<file path="src/hdl/hcpp_pkg.sv">
// Shared types, constants and hex decode for the hex command packet parser.
package hcpp_pkg;

    localparam int unsigned ByteW     = 8;
    localparam int unsigned DigitW    = 4;
    localparam int unsigned CountW    = 8;
    localparam int unsigned MaskW     = 16;
    localparam int unsigned CfgIndexW = 8;
    localparam int unsigned OutDataW  = 40;

    // Register indexes on the configuration channel
    localparam logic [CfgIndexW-1:0] REG_HEADER_FIRST  = 8'd0;
    localparam logic [CfgIndexW-1:0] REG_HEADER_SECOND = 8'd1;
    localparam logic [CfgIndexW-1:0] REG_PING_LIMIT    = 8'd2;
    localparam logic [CfgIndexW-1:0] REG_REQUEST_MIN   = 8'd3;

    localparam logic [ByteW-1:0]  HEADER_FIRST_RST  = 8'h00;
    localparam logic [ByteW-1:0]  HEADER_SECOND_RST = 8'h00;
    localparam logic [DigitW-1:0] PING_LIMIT_RST    = 4'd1;
    localparam logic [DigitW-1:0] REQUEST_MIN_RST   = 4'd2;

    localparam logic [ByteW-1:0] ASCII_ZERO   = 8'h30;
    localparam logic [ByteW-1:0] ALPHA_OFFSET = 8'h27;

    typedef struct packed {
        logic [ByteW-1:0]  header_first;
        logic [ByteW-1:0]  header_second;
        logic [DigitW-1:0] ping_type_limit;
        logic [DigitW-1:0] request_type_min;
    } cfg_t;

    typedef struct packed {
        logic              withhold;
        logic              withhold_valid;
        logic [MaskW-1:0]  request_mask;
        logic [CountW-1:0] request_count;
        logic              request_commit;
        logic              stop_sending;
        logic [DigitW-1:0] cmd_argument;
        logic [DigitW-1:0] cmd_type;
        logic              cmd_valid;
    } result_t;

    // Lower-case hex digit; bytes 8'h57 to 8'h60 also decode to 0 to 9, and anything else reads as zero
    function automatic logic [DigitW-1:0] hex_digit(input logic [ByteW-1:0] b);
        logic [ByteW-1:0] v;
        v = b - ASCII_ZERO;
        if (v > 8'd9) begin
            v = v - ALPHA_OFFSET;
        end
        if (v > 8'd15) begin
            v = '0;
        end
        return v[DigitW-1:0];
    endfunction

endpackage

</file>
<file path="src/hdl/hcpp_cfg.sv">
// Configuration register bank.
module hcpp_cfg (
    input  logic                            aclk,
    input  logic                            aresetn,
    input  logic                            cfg_valid,
    output logic                            cfg_ready,
    input  logic [hcpp_pkg::CfgIndexW-1:0]  cfg_index,
    input  logic [hcpp_pkg::ByteW-1:0]      cfg_data,
    output hcpp_pkg::cfg_t                  cfg
);

    hcpp_pkg::cfg_t cfg_reg;

    assign cfg_ready = 1'b1;
    assign cfg      = cfg_reg;

    always_ff @(posedge aclk) begin
        if (!aresetn) begin
            cfg_reg.header_first     <= hcpp_pkg::HEADER_FIRST_RST;
            cfg_reg.header_second    <= hcpp_pkg::HEADER_SECOND_RST;
            cfg_reg.ping_type_limit  <= hcpp_pkg::PING_LIMIT_RST;
            cfg_reg.request_type_min <= hcpp_pkg::REQUEST_MIN_RST;
        end else if (cfg_valid) begin
            unique case (cfg_index)
                hcpp_pkg::REG_HEADER_FIRST:  cfg_reg.header_first  <= cfg_data;
                hcpp_pkg::REG_HEADER_SECOND: cfg_reg.header_second <= cfg_data;
                hcpp_pkg::REG_PING_LIMIT:
                    cfg_reg.ping_type_limit <= cfg_data[hcpp_pkg::DigitW-1:0];
                hcpp_pkg::REG_REQUEST_MIN:
                    cfg_reg.request_type_min <= cfg_data[hcpp_pkg::DigitW-1:0];
                default: ;
            endcase
        end
    end

endmodule

</file>
<file path="src/hdl/hcpp_core.sv">
// Input byte register and packet parse state machine.
module hcpp_core (
    input  logic                        aclk,
    input  logic                        aresetn,
    input  logic                        in_valid,
    output logic                        in_ready,
    input  logic [hcpp_pkg::ByteW-1:0]  in_byte,
    input  hcpp_pkg::cfg_t              cfg,
    input  logic                        out_free,
    output logic                        res_valid,
    output hcpp_pkg::result_t           res
);

    typedef enum logic [3:0] {
        PH_HDR1  = 4'd0,
        PH_HDR2  = 4'd1,
        PH_TYPE  = 4'd2,
        PH_ARG   = 4'd3,
        PH_COUNT = 4'd4,
        PH_MASK0 = 4'd5,
        PH_MASK1 = 4'd6,
        PH_MASK2 = 4'd7,
        PH_MASK3 = 4'd8
    } phase_t;

    phase_t                         phase_reg, phase_next;
    logic                           in_valid_reg;
    logic [hcpp_pkg::ByteW-1:0]     in_byte_reg;
    logic [hcpp_pkg::DigitW-1:0]    type_reg, type_next;
    logic [hcpp_pkg::DigitW-1:0]    arg_reg, arg_next;
    logic [hcpp_pkg::CountW-1:0]    count_reg, count_next;
    logic [hcpp_pkg::MaskW-1:0]     mask_reg, mask_next;
    logic [hcpp_pkg::DigitW-1:0]    digit;
    logic                           advance;

    assign advance   = in_valid_reg && out_free;
    assign in_ready  = !in_valid_reg || advance;
    assign res_valid = advance;
    assign digit     = hcpp_pkg::hex_digit(in_byte_reg);

    always_comb begin
        phase_next = phase_reg;
        type_next  = type_reg;
        arg_next   = arg_reg;
        count_next = count_reg;
        mask_next  = mask_reg;
        res        = '0;
        unique case (phase_reg)
            PH_HDR1: begin
                if (in_byte_reg == cfg.header_first) phase_next = PH_HDR2;
            end
            PH_HDR2: begin
                if (in_byte_reg == cfg.header_second) phase_next = PH_TYPE;
            end
            PH_TYPE: begin
                type_next  = digit;
                phase_next = PH_ARG;
            end
            PH_ARG: begin
                arg_next = digit;
                // ping test wins where the two ranges overlap
                if (type_reg <= cfg.ping_type_limit) begin
                    res.cmd_valid    = 1'b1;
                    res.cmd_type     = type_reg;
                    res.cmd_argument = digit;
                    res.stop_sending = 1'b1;
                    phase_next       = PH_HDR1;
                end else if (type_reg >= cfg.request_type_min) begin
                    count_next = {digit, {hcpp_pkg::DigitW{1'b0}}};
                    phase_next = PH_COUNT;
                end else begin
                    phase_next = PH_HDR1;
                end
            end
            PH_COUNT: begin
                count_next         = count_reg + {{hcpp_pkg::DigitW{1'b0}}, digit};
                res.withhold_valid = 1'b1;
                if (count_next != '0) begin
                    phase_next = PH_MASK0;
                end else begin
                    res.withhold = 1'b1;
                    phase_next   = PH_HDR1;
                end
            end
            PH_MASK0: begin
                mask_next  = {digit, 12'h000};
                phase_next = PH_MASK1;
            end
            PH_MASK1: begin
                mask_next  = mask_reg | {4'h0, digit, 8'h00};
                phase_next = PH_MASK2;
            end
            PH_MASK2: begin
                mask_next  = mask_reg | {8'h00, digit, 4'h0};
                phase_next = PH_MASK3;
            end
            PH_MASK3: begin
                mask_next          = mask_reg | {12'h000, digit};
                res.cmd_valid      = 1'b1;
                res.cmd_type       = type_reg;
                res.cmd_argument   = arg_reg;
                res.request_commit = 1'b1;
                res.request_count  = count_reg;
                res.request_mask   = mask_next;
                phase_next         = PH_HDR1;
            end
            default: phase_next = PH_HDR1;
        endcase
    end

    always_ff @(posedge aclk) begin
        if (!aresetn) begin
            in_valid_reg <= 1'b0;
            phase_reg    <= PH_HDR1;
            type_reg     <= '0;
            arg_reg      <= '0;
            count_reg    <= '0;
            mask_reg     <= '0;
        end else begin
            if (in_valid && in_ready) begin
                in_valid_reg <= 1'b1;
            end else if (advance) begin
                in_valid_reg <= 1'b0;
            end
            if (advance) begin
                phase_reg <= phase_next;
                type_reg  <= type_next;
                arg_reg   <= arg_next;
                count_reg <= count_next;
                mask_reg  <= mask_next;
            end
        end
    end

    always_ff @(posedge aclk) begin
        if (in_valid && in_ready) begin
            in_byte_reg <= in_byte;
        end
    end

endmodule

</file>
<file path="src/hdl/hex_command_packet_parser.sv">
// Top level of the hex command packet parser: config bank, parser and result register.
// Takes one received byte per cycle unless m_tready stalls the result register, and
// returns exactly one result per byte, in order. A byte goes through the input register,
// the parse logic and the result register before its result is offered on m_tvalid;
// with m_tready held high the block sustains one byte every cycle. Configuration should
// only be written while the parser has no byte in flight.
module hex_command_packet_parser (
    input  logic                            aclk,
    input  logic                            aresetn,
    input  logic                            s_tvalid,
    output logic                            s_tready,
    input  logic [hcpp_pkg::ByteW-1:0]      s_tdata,   // [7:0] rx_byte
    output logic                            m_tvalid,
    input  logic                            m_tready,
    // [0] cmd_valid, [4:1] cmd_type, [8:5] cmd_argument, [9] stop_sending,
    // [10] request_commit, [18:11] request_count, [34:19] request_mask,
    // [35] withhold_valid, [36] withhold, [39:37] zero
    output logic [hcpp_pkg::OutDataW-1:0]   m_tdata,
    input  logic                            cfg_valid,
    output logic                            cfg_ready,
    input  logic [hcpp_pkg::CfgIndexW-1:0]  cfg_index,
    input  logic [hcpp_pkg::ByteW-1:0]      cfg_data
);

    localparam int unsigned ResW = $bits(hcpp_pkg::result_t);

    hcpp_pkg::cfg_t     cfg;
    hcpp_pkg::result_t  res;
    logic               res_valid;
    logic               m_valid_reg;
    hcpp_pkg::result_t  m_res_reg;
    logic               out_free;

    assign out_free = !m_valid_reg || m_tready;

    hcpp_cfg u_cfg (
        .aclk      (aclk),
        .aresetn   (aresetn),
        .cfg_valid (cfg_valid),
        .cfg_ready (cfg_ready),
        .cfg_index (cfg_index),
        .cfg_data  (cfg_data),
        .cfg       (cfg)
    );

    hcpp_core u_core (
        .aclk      (aclk),
        .aresetn   (aresetn),
        .in_valid  (s_tvalid),
        .in_ready  (s_tready),
        .in_byte   (s_tdata),
        .cfg       (cfg),
        .out_free  (out_free),
        .res_valid (res_valid),
        .res       (res)
    );

    always_ff @(posedge aclk) begin
        if (!aresetn) begin
            m_valid_reg <= 1'b0;
        end else if (out_free) begin
            m_valid_reg <= res_valid;
        end
    end

    always_ff @(posedge aclk) begin
        if (out_free && res_valid) begin
            m_res_reg <= res;
        end
    end

    assign m_tvalid = m_valid_reg;
    assign m_tdata  = {{(hcpp_pkg::OutDataW - ResW){1'b0}}, m_res_reg};

endmodule
</file>
<file path="config.mk">
export PLATFORM = sky130hd
export DESIGN_NAME = hex_command_packet_parser
export DESIGN_NICKNAME = d
export VERILOG_FILES = /design/src/hdl/hcpp_pkg.sv /design/src/hdl/hcpp_cfg.sv /design/src/hdl/hcpp_core.sv /design/src/hdl/hex_command_packet_parser.sv
export SDC_FILE = /design/constraint.sdc
export NUM_CORES = 1
export LEC_CHECK = 0
export BUFFER_PORTS_ARGS = -buffer_cell sky130_fd_sc_hd__buf_2
export CORE_MARGIN = 2
export CORE_UTILIZATION = 47
export DETAILED_ROUTE_END_ITERATION = 8
export MAX_ROUTING_LAYER = met4
export PLACE_DENSITY = 0.72
export SYNTH_ARGS = -nofsm -noshare
export SYNTH_HDL_FRONTEND = slang
export SYNTH_HIERARCHICAL = 1
export SYNTH_SLANG_ARGS = --single-unit
</file>
<file path="constraint.sdc">
create_clock -name aclk -period 5.95 [get_ports aclk]
set_input_delay 0.595 -clock aclk [delete_from_list [all_inputs] [get_ports aclk]]
set_output_delay 0.595 -clock aclk [all_outputs]
set_load 0.005 [all_outputs]
</file>
==> impl_metrics.env, run 1 <==
export IMPL_status="finished, final reports clean"
export IMPL_ctsResizeCount=0
export IMPL_insertion_delay_ps=350
export IMPL_routabilityCongestion=0.931
export IMPL_cts_hold_buf=0
export IMPL_timing_reg2reg_setup_slack_ps=930
export IMPL_worstMarginPinSlew_ps=847
export IMPL_via_per_inst=5.35
export IMPL_dp_cells=707
export IMPL_reg2reg_depth=18
export IMPL_initial_core_util_pct=48.6
export IMPL_reg2reg_from="u_core/in_byte_reg[4]$_DFFE_PP_"
export IMPL_cts_tree="yes"
export IMPL_core_area_um2=10900
export IMPL_io_pins=72
export IMPL_hold_class="in -> reg"
export IMPL_cts_sink_count=107
export IMPL_min_from="s_tdata[4]"
export IMPL_die_area_um2=12200
export IMPL_drt_pre_antenna_iters=4
export IMPL_clockRootBuffer="clkbuf_16"
export IMPL_syn_inst=532
export IMPL_drv_cap=0
export IMPL_worstPathMaxFanout=14
export IMPL_cp_arrival_ps=5230
export IMPL_final_cell_mix="69 x nand2_1, 67 x buf_2, 62 x dfxtp_1"
export IMPL_crit_chain="inv_1 > ha_1 > or2b_1 > mux2i_1 > a41oi_1 > o31ai_1 > o31ai_1 > buf_4 > or2_2 > inv_1 > ha_1 > and3_1 > a221o_1 > mux2i_1 > a2111oi_0 > nand3b_1 > a22oi_1 > nor2_1"
export IMPL_mostFrequentLayoutCell="nand2_1"
export IMPL_row_count=38
export IMPL_critPathBufInv=3
export IMPL_grt_max_degree=49
export IMPL_crit_family="compound AO/OA/AOI/OAI gates"
export IMPL_antenna_found_initial=0
export IMPL_num_vias=3868
export IMPL_postCtsSetupBuffers=0
export IMPL_setup_viol=0
export IMPL_start_kind="flip-flop"
export IMPL_drv_slew=0
export IMPL_power_density_nw_per_um2=248
export IMPL_detail_route_drc_violations=0
export IMPL_maxSlewHeadroom_pct=42.1
export IMPL_hold_depth=1
export IMPL_reg2reg_to="u_core/phase_reg[0]$_SDFFE_PN0P_"
export IMPL_nets=627
export IMPL_p_leak_nw=2.34
export IMPL_fin_skew_ps=11.1
export IMPL_cts_clk_slew_worst_paths_ps=80
export IMPL_syn_area_um2=5320
export IMPL_seq_area_frac_synth_pct=48.8
export IMPL_crit_start="u_core/in_byte_reg[4]$_DFFE_PP_"
export IMPL_avgSynthCellArea_um2=9.99
export IMPL_ys_async_sr_fraction_pct=0
export IMPL_dp_slack_ps=1110
export IMPL_antenna_left=0
export IMPL_syn_to_final_growth_pct=12.2
export IMPL_synth_cell_types=68
export IMPL_routedWlPerCell_um=14.5
export IMPL_overflow=0
export IMPL_cts_made_buffers=9
export IMPL_fmax_mhz=199
export IMPL_slowest_delay_ps=760
export IMPL_drive_gt1_share_pct=17.5
export IMPL_worstSetupPathType="reg -> reg"
export IMPL_grt_pass1_wl_um=17400
export IMPL_grt_pass1_vias=3736
export IMPL_hold_ws_ps=421
export IMPL_drtIter0Drc=119
export IMPL_finalCriticalPeriod_ps=5020
export IMPL_setup_slack_ps=925
export IMPL_num_antenna_cells=0
export IMPL_die_h_um=110
export IMPL_rsz0062_at_grt="no"
export IMPL_fill_cells=1001
export IMPL_synth_edff_count=45
export IMPL_largest_register_ffs=37
export IMPL_crit_path_end_kind="flip-flop"
export IMPL_grt_usage_pct=18.7
export IMPL_port_buffers=67
export IMPL_worstPathRequired_ps=6160
export IMPL_path_depth=18
export IMPL_ys_seq_elements=107
export IMPL_stdcell_count=723
export IMPL_crit_path_top_delay_cell="a2111oi_0"
export IMPL_hold_viol_final=0
export IMPL_routed_wl_um=10400
export IMPL_yosys_warnings=6
export IMPL_cts_max_level=3
export IMPL_tns_ps=0
export IMPL_peakVddDrop_mv=0.154
export IMPL_cts_buffer_depth=2
export IMPL_dp_hpwl_um=7430
export IMPL_fin_crit_sh_pct=84.4
export IMPL_ys_flop_type="dfxtp_1"
export IMPL_fp_dieW_um=110
export IMPL_holdPathEnd="u_core/in_byte_reg[4]$_DFFE_PP_"
export IMPL_total_power_mw=1.48
[cells in the mapped netlist (5+ instances only)]
cell type	n	area, µm²
edfxtp_1	45	1350
and2_1	28	175
and3_1	5	31.3
or2_2	5	31.3
nor2b_1	10	62.6
nand2_1	69	259
ha_1	19	238
nor2_1	22	82.6
nor3_1	6	30.0
mux2i_1	28	280
nand2b_1	8	50.1
o22ai_1	5	31.3
clkbuf_1	22	82.6
xnor2_1	19	166
a21oi_1	18	90.1
inv_1	27	101
a21boi_0	5	37.5
o21ai_0	23	115
nand4_1	7	43.8
buf_4	7	52.6
nand3_1	5	25.0
dfxtp_1	62	1240
[cell type report]
type | count | area (µm²) | share of cell area (%)
clock buffer | 9 | 225 | 3.78
tap | 140 | 175 | 2.94
timing repair buffer | 69 | 350 | 5.87
sequential | 107 | 2590 | 43.5
multi-input combinational | 363 | 2440 | 40.8
clock inverter | 7 | 80.1 | 1.34
inverter | 28 | 105 | 1.76
[stage by stage]
step                cell area (µm²)  utilization (%)
finish                         5960             54.5
global route                   5960             54.5
detailed placement             5660             51.8
CTS                            5960             54.5
floorplan                      5320                -
global placement               5660             51.8
[per-layer routing]
metal  global-route usage, %  up-vias  wire length (µm)
met4                    4.91        0               112
li1                        -     1939                 -
met1                    23.4     1794              4790
met5                       -        -                 0
met2                    31.0      124              5000
met3                    4.12       11               546
[cell families (layout without fill, tap and decap cells)]
group	count (synthesis)	count (layout)	share of synthesized area, %
fa+ha+maj	20	20	4.85
mux	30	30	5.70
xor+xnor	22	22	3.63
other cells	2	4	0.141
simple gates	196	196	20.0
flops	107	107	48.8
buf+inv	64	113	5.65
compound gates	91	91	11.3
[worst max path at each step]
stage / to / slack, ps
after floorplan: u_core/phase_reg[0]$_SDFFE_PN0P_ / 1790
after global placement: u_core/phase_reg[0]$_SDFFE_PN0P_ / 1330
after CTS: u_core/phase_reg[0]$_SDFFE_PN0P_ / 1030
after global routing: u_core/phase_reg[0]$_SDFFE_PN0P_ / 530
after detailed placement: u_core/phase_reg[0]$_SDFFE_PN0P_ / 1110
final: u_core/phase_reg[0]$_SDFFE_PN0P_ / 930
[power breakdown]
part	switching (mW)	internal (mW)
registers	0.0121	0.779
logic	0.0591	0.0397
clock network	0.292	0.299
total	0.363	1.12
No activity file was read; power rests on OpenSTA's default activity.
==> run 2, diff against run 1 <==
==> constraint.sdc (replaced) <==
create_clock -name aclk -period 5.1 [get_ports aclk]
set_input_delay 0.51 -clock aclk [delete_from_list [all_inputs] [get_ports aclk]]
set_output_delay 0.51 -clock aclk [all_outputs]
set_load 0.005 [all_outputs]
==> impl_metrics.env, run 2 (synthesis gave the netlist of run 1 again) <==
export IMPL_status="finished, final reports clean"
export IMPL_cts_max_level=3
export IMPL_fmax_mhz=216
export IMPL_final_cell_mix="69 x nand2_1, 67 x buf_2, 62 x dfxtp_1"
export IMPL_slowest_delay_ps=570
export IMPL_num_vias=3893
export IMPL_min_from="s_tdata[2]"
export IMPL_cts_hold_buf=0
export IMPL_peakVddDrop_mv=0.228
export IMPL_drive_gt1_share_pct=17.6
export IMPL_row_count=38
export IMPL_crit_chain="ha_1 > a21o_1 > a21oi_1 > a2bb2oi_1 > o31ai_1 > or2_1 > or2_2 > inv_1 > ha_1 > inv_1 > fa_1 > nor2b_1 > o21ai_0 > a21o_1 > a2111oi_0 > buf_4 > nand3b_1 > a22oi_1 > nor2_1"
export IMPL_dp_slack_ps=476
export IMPL_hold_viol_final=0
export IMPL_reg2reg_depth=19
export IMPL_cts_sink_count=107
export IMPL_routabilityCongestion=0.879
export IMPL_worstSetupPathType="reg -> reg"
export IMPL_antenna_found_initial=0
export IMPL_worstMarginPinSlew_ps=820
export IMPL_timing_reg2reg_setup_slack_ps=460
export IMPL_setup_viol=0
export IMPL_die_area_um2=12200
export IMPL_drt_pre_antenna_iters=4
export IMPL_initial_core_util_pct=48.6
export IMPL_mostFrequentLayoutCell="nand2_1"
export IMPL_fp_dieW_um=110
export IMPL_hold_depth=1
export IMPL_detail_route_drc_violations=0
export IMPL_io_pins=72
export IMPL_die_h_um=110
export IMPL_grt_pass1_wl_um=17600
export IMPL_core_area_um2=10900
export IMPL_cp_arrival_ps=4850
export IMPL_crit_path_top_delay_cell="edfxtp_1"
export IMPL_cts_clk_slew_worst_paths_ps=80
export IMPL_worstPathMaxFanout=10
export IMPL_grt_pass1_vias=3760
export IMPL_crit_path_end_kind="flip-flop"
export IMPL_reg2reg_from="u_core/in_byte_reg[0]$_DFFE_PP_"
export IMPL_via_per_inst=5.38
export IMPL_fill_cells=985
export IMPL_drtIter0Drc=139
export IMPL_overflow=0
export IMPL_routed_wl_um=10400
export IMPL_dp_hpwl_um=7340
export IMPL_cts_tree="yes"
export IMPL_syn_to_final_growth_pct=12.5
export IMPL_routedWlPerCell_um=14.3
export IMPL_insertion_delay_ps=350
export IMPL_drv_slew=0
export IMPL_postCtsSetupBuffers=0
export IMPL_holdPathEnd="u_core/in_byte_reg[2]$_DFFE_PP_"
export IMPL_maxSlewHeadroom_pct=44.8
export IMPL_setup_slack_ps=464
export IMPL_hold_ws_ps=337
export IMPL_clockRootBuffer="clkbuf_16"
export IMPL_rsz0062_at_grt="no"
export IMPL_cts_made_buffers=9
export IMPL_ctsResizeCount=0
export IMPL_grt_usage_pct=18.9
export IMPL_start_kind="flip-flop"
export IMPL_cts_buffer_depth=2
export IMPL_nets=628
export IMPL_p_leak_nw=2.35
export IMPL_worstPathRequired_ps=5320
export IMPL_hold_class="in -> reg"
export IMPL_reg2reg_to="u_core/phase_reg[0]$_SDFFE_PN0P_"
export IMPL_grt_max_degree=49
export IMPL_finalCriticalPeriod_ps=4640
export IMPL_largest_register_ffs=37
export IMPL_fin_crit_sh_pct=90.9
export IMPL_drv_cap=0
export IMPL_antenna_left=0
export IMPL_power_density_nw_per_um2=294
export IMPL_port_buffers=67
export IMPL_tns_ps=0
export IMPL_num_antenna_cells=0
export IMPL_fin_skew_ps=10.0
## run 2: power breakdown
part / total [mW] / switching, mW / internal [mW]
combinational: 0.119 / 0.0706 / 0.0481
sequential: 0.924 / 0.0144 / 0.909
clock: 0.714 / 0.358 / 0.356
total: 1.76 / 0.443 / 1.31
## run 2: how the worst max path moves through the flow
| stage | endpoint | startpoint | slack (ps) | cells after the start |
|---|---|---|---|---|
| after CTS | u_core/phase_reg[0]$_SDFFE_PN0P_ | u_core/in_byte_reg[4]$_DFFE_PP_ | 460 | 17 |
| after global routing | u_core/phase_reg[0]$_SDFFE_PN0P_ | u_core/in_byte_reg[4]$_DFFE_PP_ | 30 | 20 |
| after detailed placement | u_core/phase_reg[0]$_SDFFE_PN0P_ | u_core/in_byte_reg[4]$_DFFE_PP_ | 480 | 17 |
| final | u_core/phase_reg[0]$_SDFFE_PN0P_ | u_core/in_byte_reg[0]$_DFFE_PP_ | 460 | 19 |
| after global placement | u_core/phase_reg[0]$_SDFFE_PN0P_ | u_core/in_byte_reg[4]$_DFFE_PP_ | 590 | 17 |
| after floorplan | u_core/phase_reg[0]$_SDFFE_PN0P_ | u_core/in_byte_reg[4]$_DFFE_PP_ | 940 | 18 |
## run 2: cell type report
cell class | count | area (µm²) | area share, %
Clock buffer | 9 | 225 | 3.77
Tap cell | 140 | 175 | 2.93
Sequential cell | 107 | 2590 | 43.4
Multi-Input combinational cell | 363 | 2440 | 40.7
Timing Repair Buffer | 70 | 358 | 5.99
Inverter | 28 | 105 | 1.76
Clock inverter | 7 | 86.3 | 1.44
## run 2: critical path, delay by kind of cell (launching register included)
family                   cells  cell delay (ps)
AO/OA/AOI/OAI                8             1730
adder cells (fa/ha/maj)      3              870
AND/OR/NAND/NOR              5             1000
flip-flops                   1              570
buffers and inverters        3              330
## run 2: routing by layer
layer / share of wire, % / global-route usage [%]
met4: 1.5 / 6.07
met3: 4.2 / 2.82
met1: 46 / 24.1
met5: 0 / -
met2: 48 / 31.0
## run 2: per-stage QoR
stage | std cells | total power [mW] | util, % | area, µm²
after floorplan | 534 | 1.02 | - | 5320
after global placement | 708 | 1.06 | 51.8 | 5670
after detailed placement | 708 | 1.06 | 51.8 | 5670
after CTS | 724 | 1.78 | 54.7 | 5980
after global routing | 724 | 1.82 | 54.7 | 5980
final | 724 | 1.76 | 54.7 | 5980
==> run 3, diff against run 2 <==
--- a/config.mk
+++ b/config.mk
@@ -11,6 +11,7 @@
 export DETAILED_ROUTE_END_ITERATION = 8
 export MAX_ROUTING_LAYER = met4
 export PLACE_DENSITY = 0.72
+export RECOVER_POWER = 50
 export SYNTH_ARGS = -nofsm -noshare
 export SYNTH_HDL_FRONTEND = slang
 export SYNTH_HIERARCHICAL = 1
==> impl_metrics.env, run 3 (synthesis gave the netlist of run 1 again) <==
export IMPL_start_kind="flip-flop"
export IMPL_hold_viol_final=0
export IMPL_routabilityCongestion=0.879
export IMPL_setup_viol=0
export IMPL_dp_cells=708
export IMPL_cts_max_level=3
export IMPL_hold_ws_ps=335
export IMPL_worstPathRequired_ps=5310
export IMPL_io_pins=72
export IMPL_violations="capacitance limit, slew limit"
export IMPL_maxSlewHeadroom_pct=-27.5
export IMPL_die_h_um=110
export IMPL_fin_crit_sh_pct=90.6
export IMPL_crit_path_end_kind="flip-flop"
export IMPL_regArea_um2=2590
export IMPL_grt_usage_pct=18.9
export IMPL_wl_met3_um=462
export IMPL_overflow=0
export IMPL_core_area_um2=10900
export IMPL_reg2reg_to="u_core/phase_reg[0]$_SDFFE_PN0P_"
export IMPL_drv_cap=1
export IMPL_mostFrequentLayoutCell="nand2_1"
export IMPL_antenna_left=0
export IMPL_postCtsSetupBuffers=0
export IMPL_nets=628
export IMPL_cts_made_buffers=9
export IMPL_cts_clk_slew_worst_paths_ps=80
export IMPL_drv_slew=49
export IMPL_initial_core_util_pct=48.6
export IMPL_fp_dieW_um=110
export IMPL_cts_tree="yes"
export IMPL_antenna_found_initial=0
export IMPL_num_vias=3857
export IMPL_hold_class="in -> reg"
export IMPL_reg2reg_depth=17
export IMPL_num_antenna_cells=0
export IMPL_worstMarginPinSlew_ps=1910
export IMPL_fmax_mhz=216
export IMPL_tns_ps=0
export IMPL_power_density_nw_per_um2=296
export IMPL_cts_sink_count=107
export IMPL_top_layer="met4"
export IMPL_p_leak_nw=2.25
export IMPL_fill_cells=1004
export IMPL_wl_met1_um=4830
export IMPL_die_area_um2=12200
export IMPL_via_per_inst=5.33
export IMPL_drive_gt1_share_pct=12.0
export IMPL_worstPathMaxFanout=14
export IMPL_total_power_mw=1.75
export IMPL_multiInputGateArea_um2=2420
export IMPL_drt_pre_antenna_iters=4
export IMPL_syn_to_final_growth_pct=11.4
export IMPL_wl_met2_um=4960
export IMPL_largest_register_ffs=37
export IMPL_holdPathEnd="u_core/in_byte_reg[2]$_DFFE_PP_"
export IMPL_final_cell_mix="69 x nand2_1, 62 x dfxtp_1, 45 x edfxtp_1"
export IMPL_drtIter0Drc=150
export IMPL_status="finished with violations"
export IMPL_hold_depth=1
export IMPL_grt_pass1_vias=3760
export IMPL_detail_route_drc_violations=0
export IMPL_finalCriticalPeriod_ps=4620
export IMPL_routedWlPerCell_um=14.3
export IMPL_cp_arrival_ps=4830
export IMPL_row_count=38
export IMPL_timing_reg2reg_setup_slack_ps=480
export IMPL_cts_hold_buf=0
export IMPL_ctsResizeCount=0
export IMPL_reg2reg_from="u_core/in_byte_reg[4]$_DFFE_PP_"
export IMPL_grt_max_degree=49
export IMPL_grt_pass1_wl_um=17600
export IMPL_routed_wl_um=10400
export IMPL_fin_skew_ps=9.65
export IMPL_peakVddDrop_mv=0.228
export IMPL_min_from="s_tdata[2]"
export IMPL_stdcell_count=724
export IMPL_port_buffers=67
export IMPL_rsz0062_at_grt="no"
export IMPL_cts_buffer_depth=2
export IMPL_worstSetupPathType="reg -> reg"
export IMPL_clockRootBuffer="clkbuf_16"
export IMPL_insertion_delay_ps=350
export IMPL_dp_hpwl_um=7340
## run 3: changes by cell type in the layout (fill, tap and decap cells not counted), sizes merged
| cell | previous run | this run |
|---|---|---|
| clkbuf | 9 | 37 |
| buf | 70 | 42 |
## run 3: worst max path at each step
| stage | startpoint | to | cells past startpoint | slack [ps] |
|---|---|---|---|---|
| 2_1_floorplan | u_core/in_byte_reg[4]$_DFFE_PP_ | u_core/phase_reg[0]$_SDFFE_PN0P_ | 18 | 940 |
| 3_3_place_gp | u_core/in_byte_reg[4]$_DFFE_PP_ | u_core/phase_reg[0]$_SDFFE_PN0P_ | 17 | 590 |
| 3_5_place_dp | u_core/in_byte_reg[4]$_DFFE_PP_ | u_core/phase_reg[0]$_SDFFE_PN0P_ | 17 | 480 |
| 4_1_cts | u_core/in_byte_reg[4]$_DFFE_PP_ | u_core/phase_reg[0]$_SDFFE_PN0P_ | 17 | 460 |
| 5_1_grt | u_core/in_byte_reg[4]$_DFFE_PP_ | u_core/phase_reg[0]$_SDFFE_PN0P_ | 20 | 30 |
| 6_report | u_core/in_byte_reg[4]$_DFFE_PP_ | u_core/phase_reg[0]$_SDFFE_PN0P_ | 17 | 480 |
## run 3: metrics by stage
stage	utilization, %	worst slack (ps)	area, µm²
floorplan	-	941	5320
detailed placement	51.8	476	5670
global placement	51.8	588	5670
global route	54.2	32.7	5920
finish	54.2	479	5920
CTS	54.7	458	5980
## run 3: cell type report
| class | count | share of cell area, % |
|---|---|---|
| repair buffers | 70 | 5.39 |
| clock inverters | 7 | 1.46 |
| flip-flops and latches | 107 | 43.8 |
| clock buffers | 9 | 3.80 |
| inverters | 28 | 1.77 |
| multi-input cells | 363 | 40.8 |
| well taps | 140 | 2.96 |
## run 3: layer usage
layer	global-route usage [%]	vias up
met3	2.82	10
li1	-	1943
met1	24.1	1803
met5	-	-
met2	31.0	101
met4	6.07	0
## run 3: report_power, final
group / internal, mW / switching (mW)
sequential: 0.909 / 0.0144
combinational: 0.0449 / 0.0704
clock: 0.356 / 0.358
total: 1.31 / 0.443
## run 3: worst max-delay path: stages (launching register included)
cell       delay (ps)
edfxtp_1          630
inv_1              90
ha_1              390
or2b_1            240
mux2i_1           130
a41oi_1           210
or3b_1            410
a211o_1           460
inv_1             150
ha_1              230
a21o_1            190
a221o_1           340
mux2i_1           130
a2111oi_0         390
buf_4             190
nand3b_1           70
a22oi_1           170
nor2_1             50
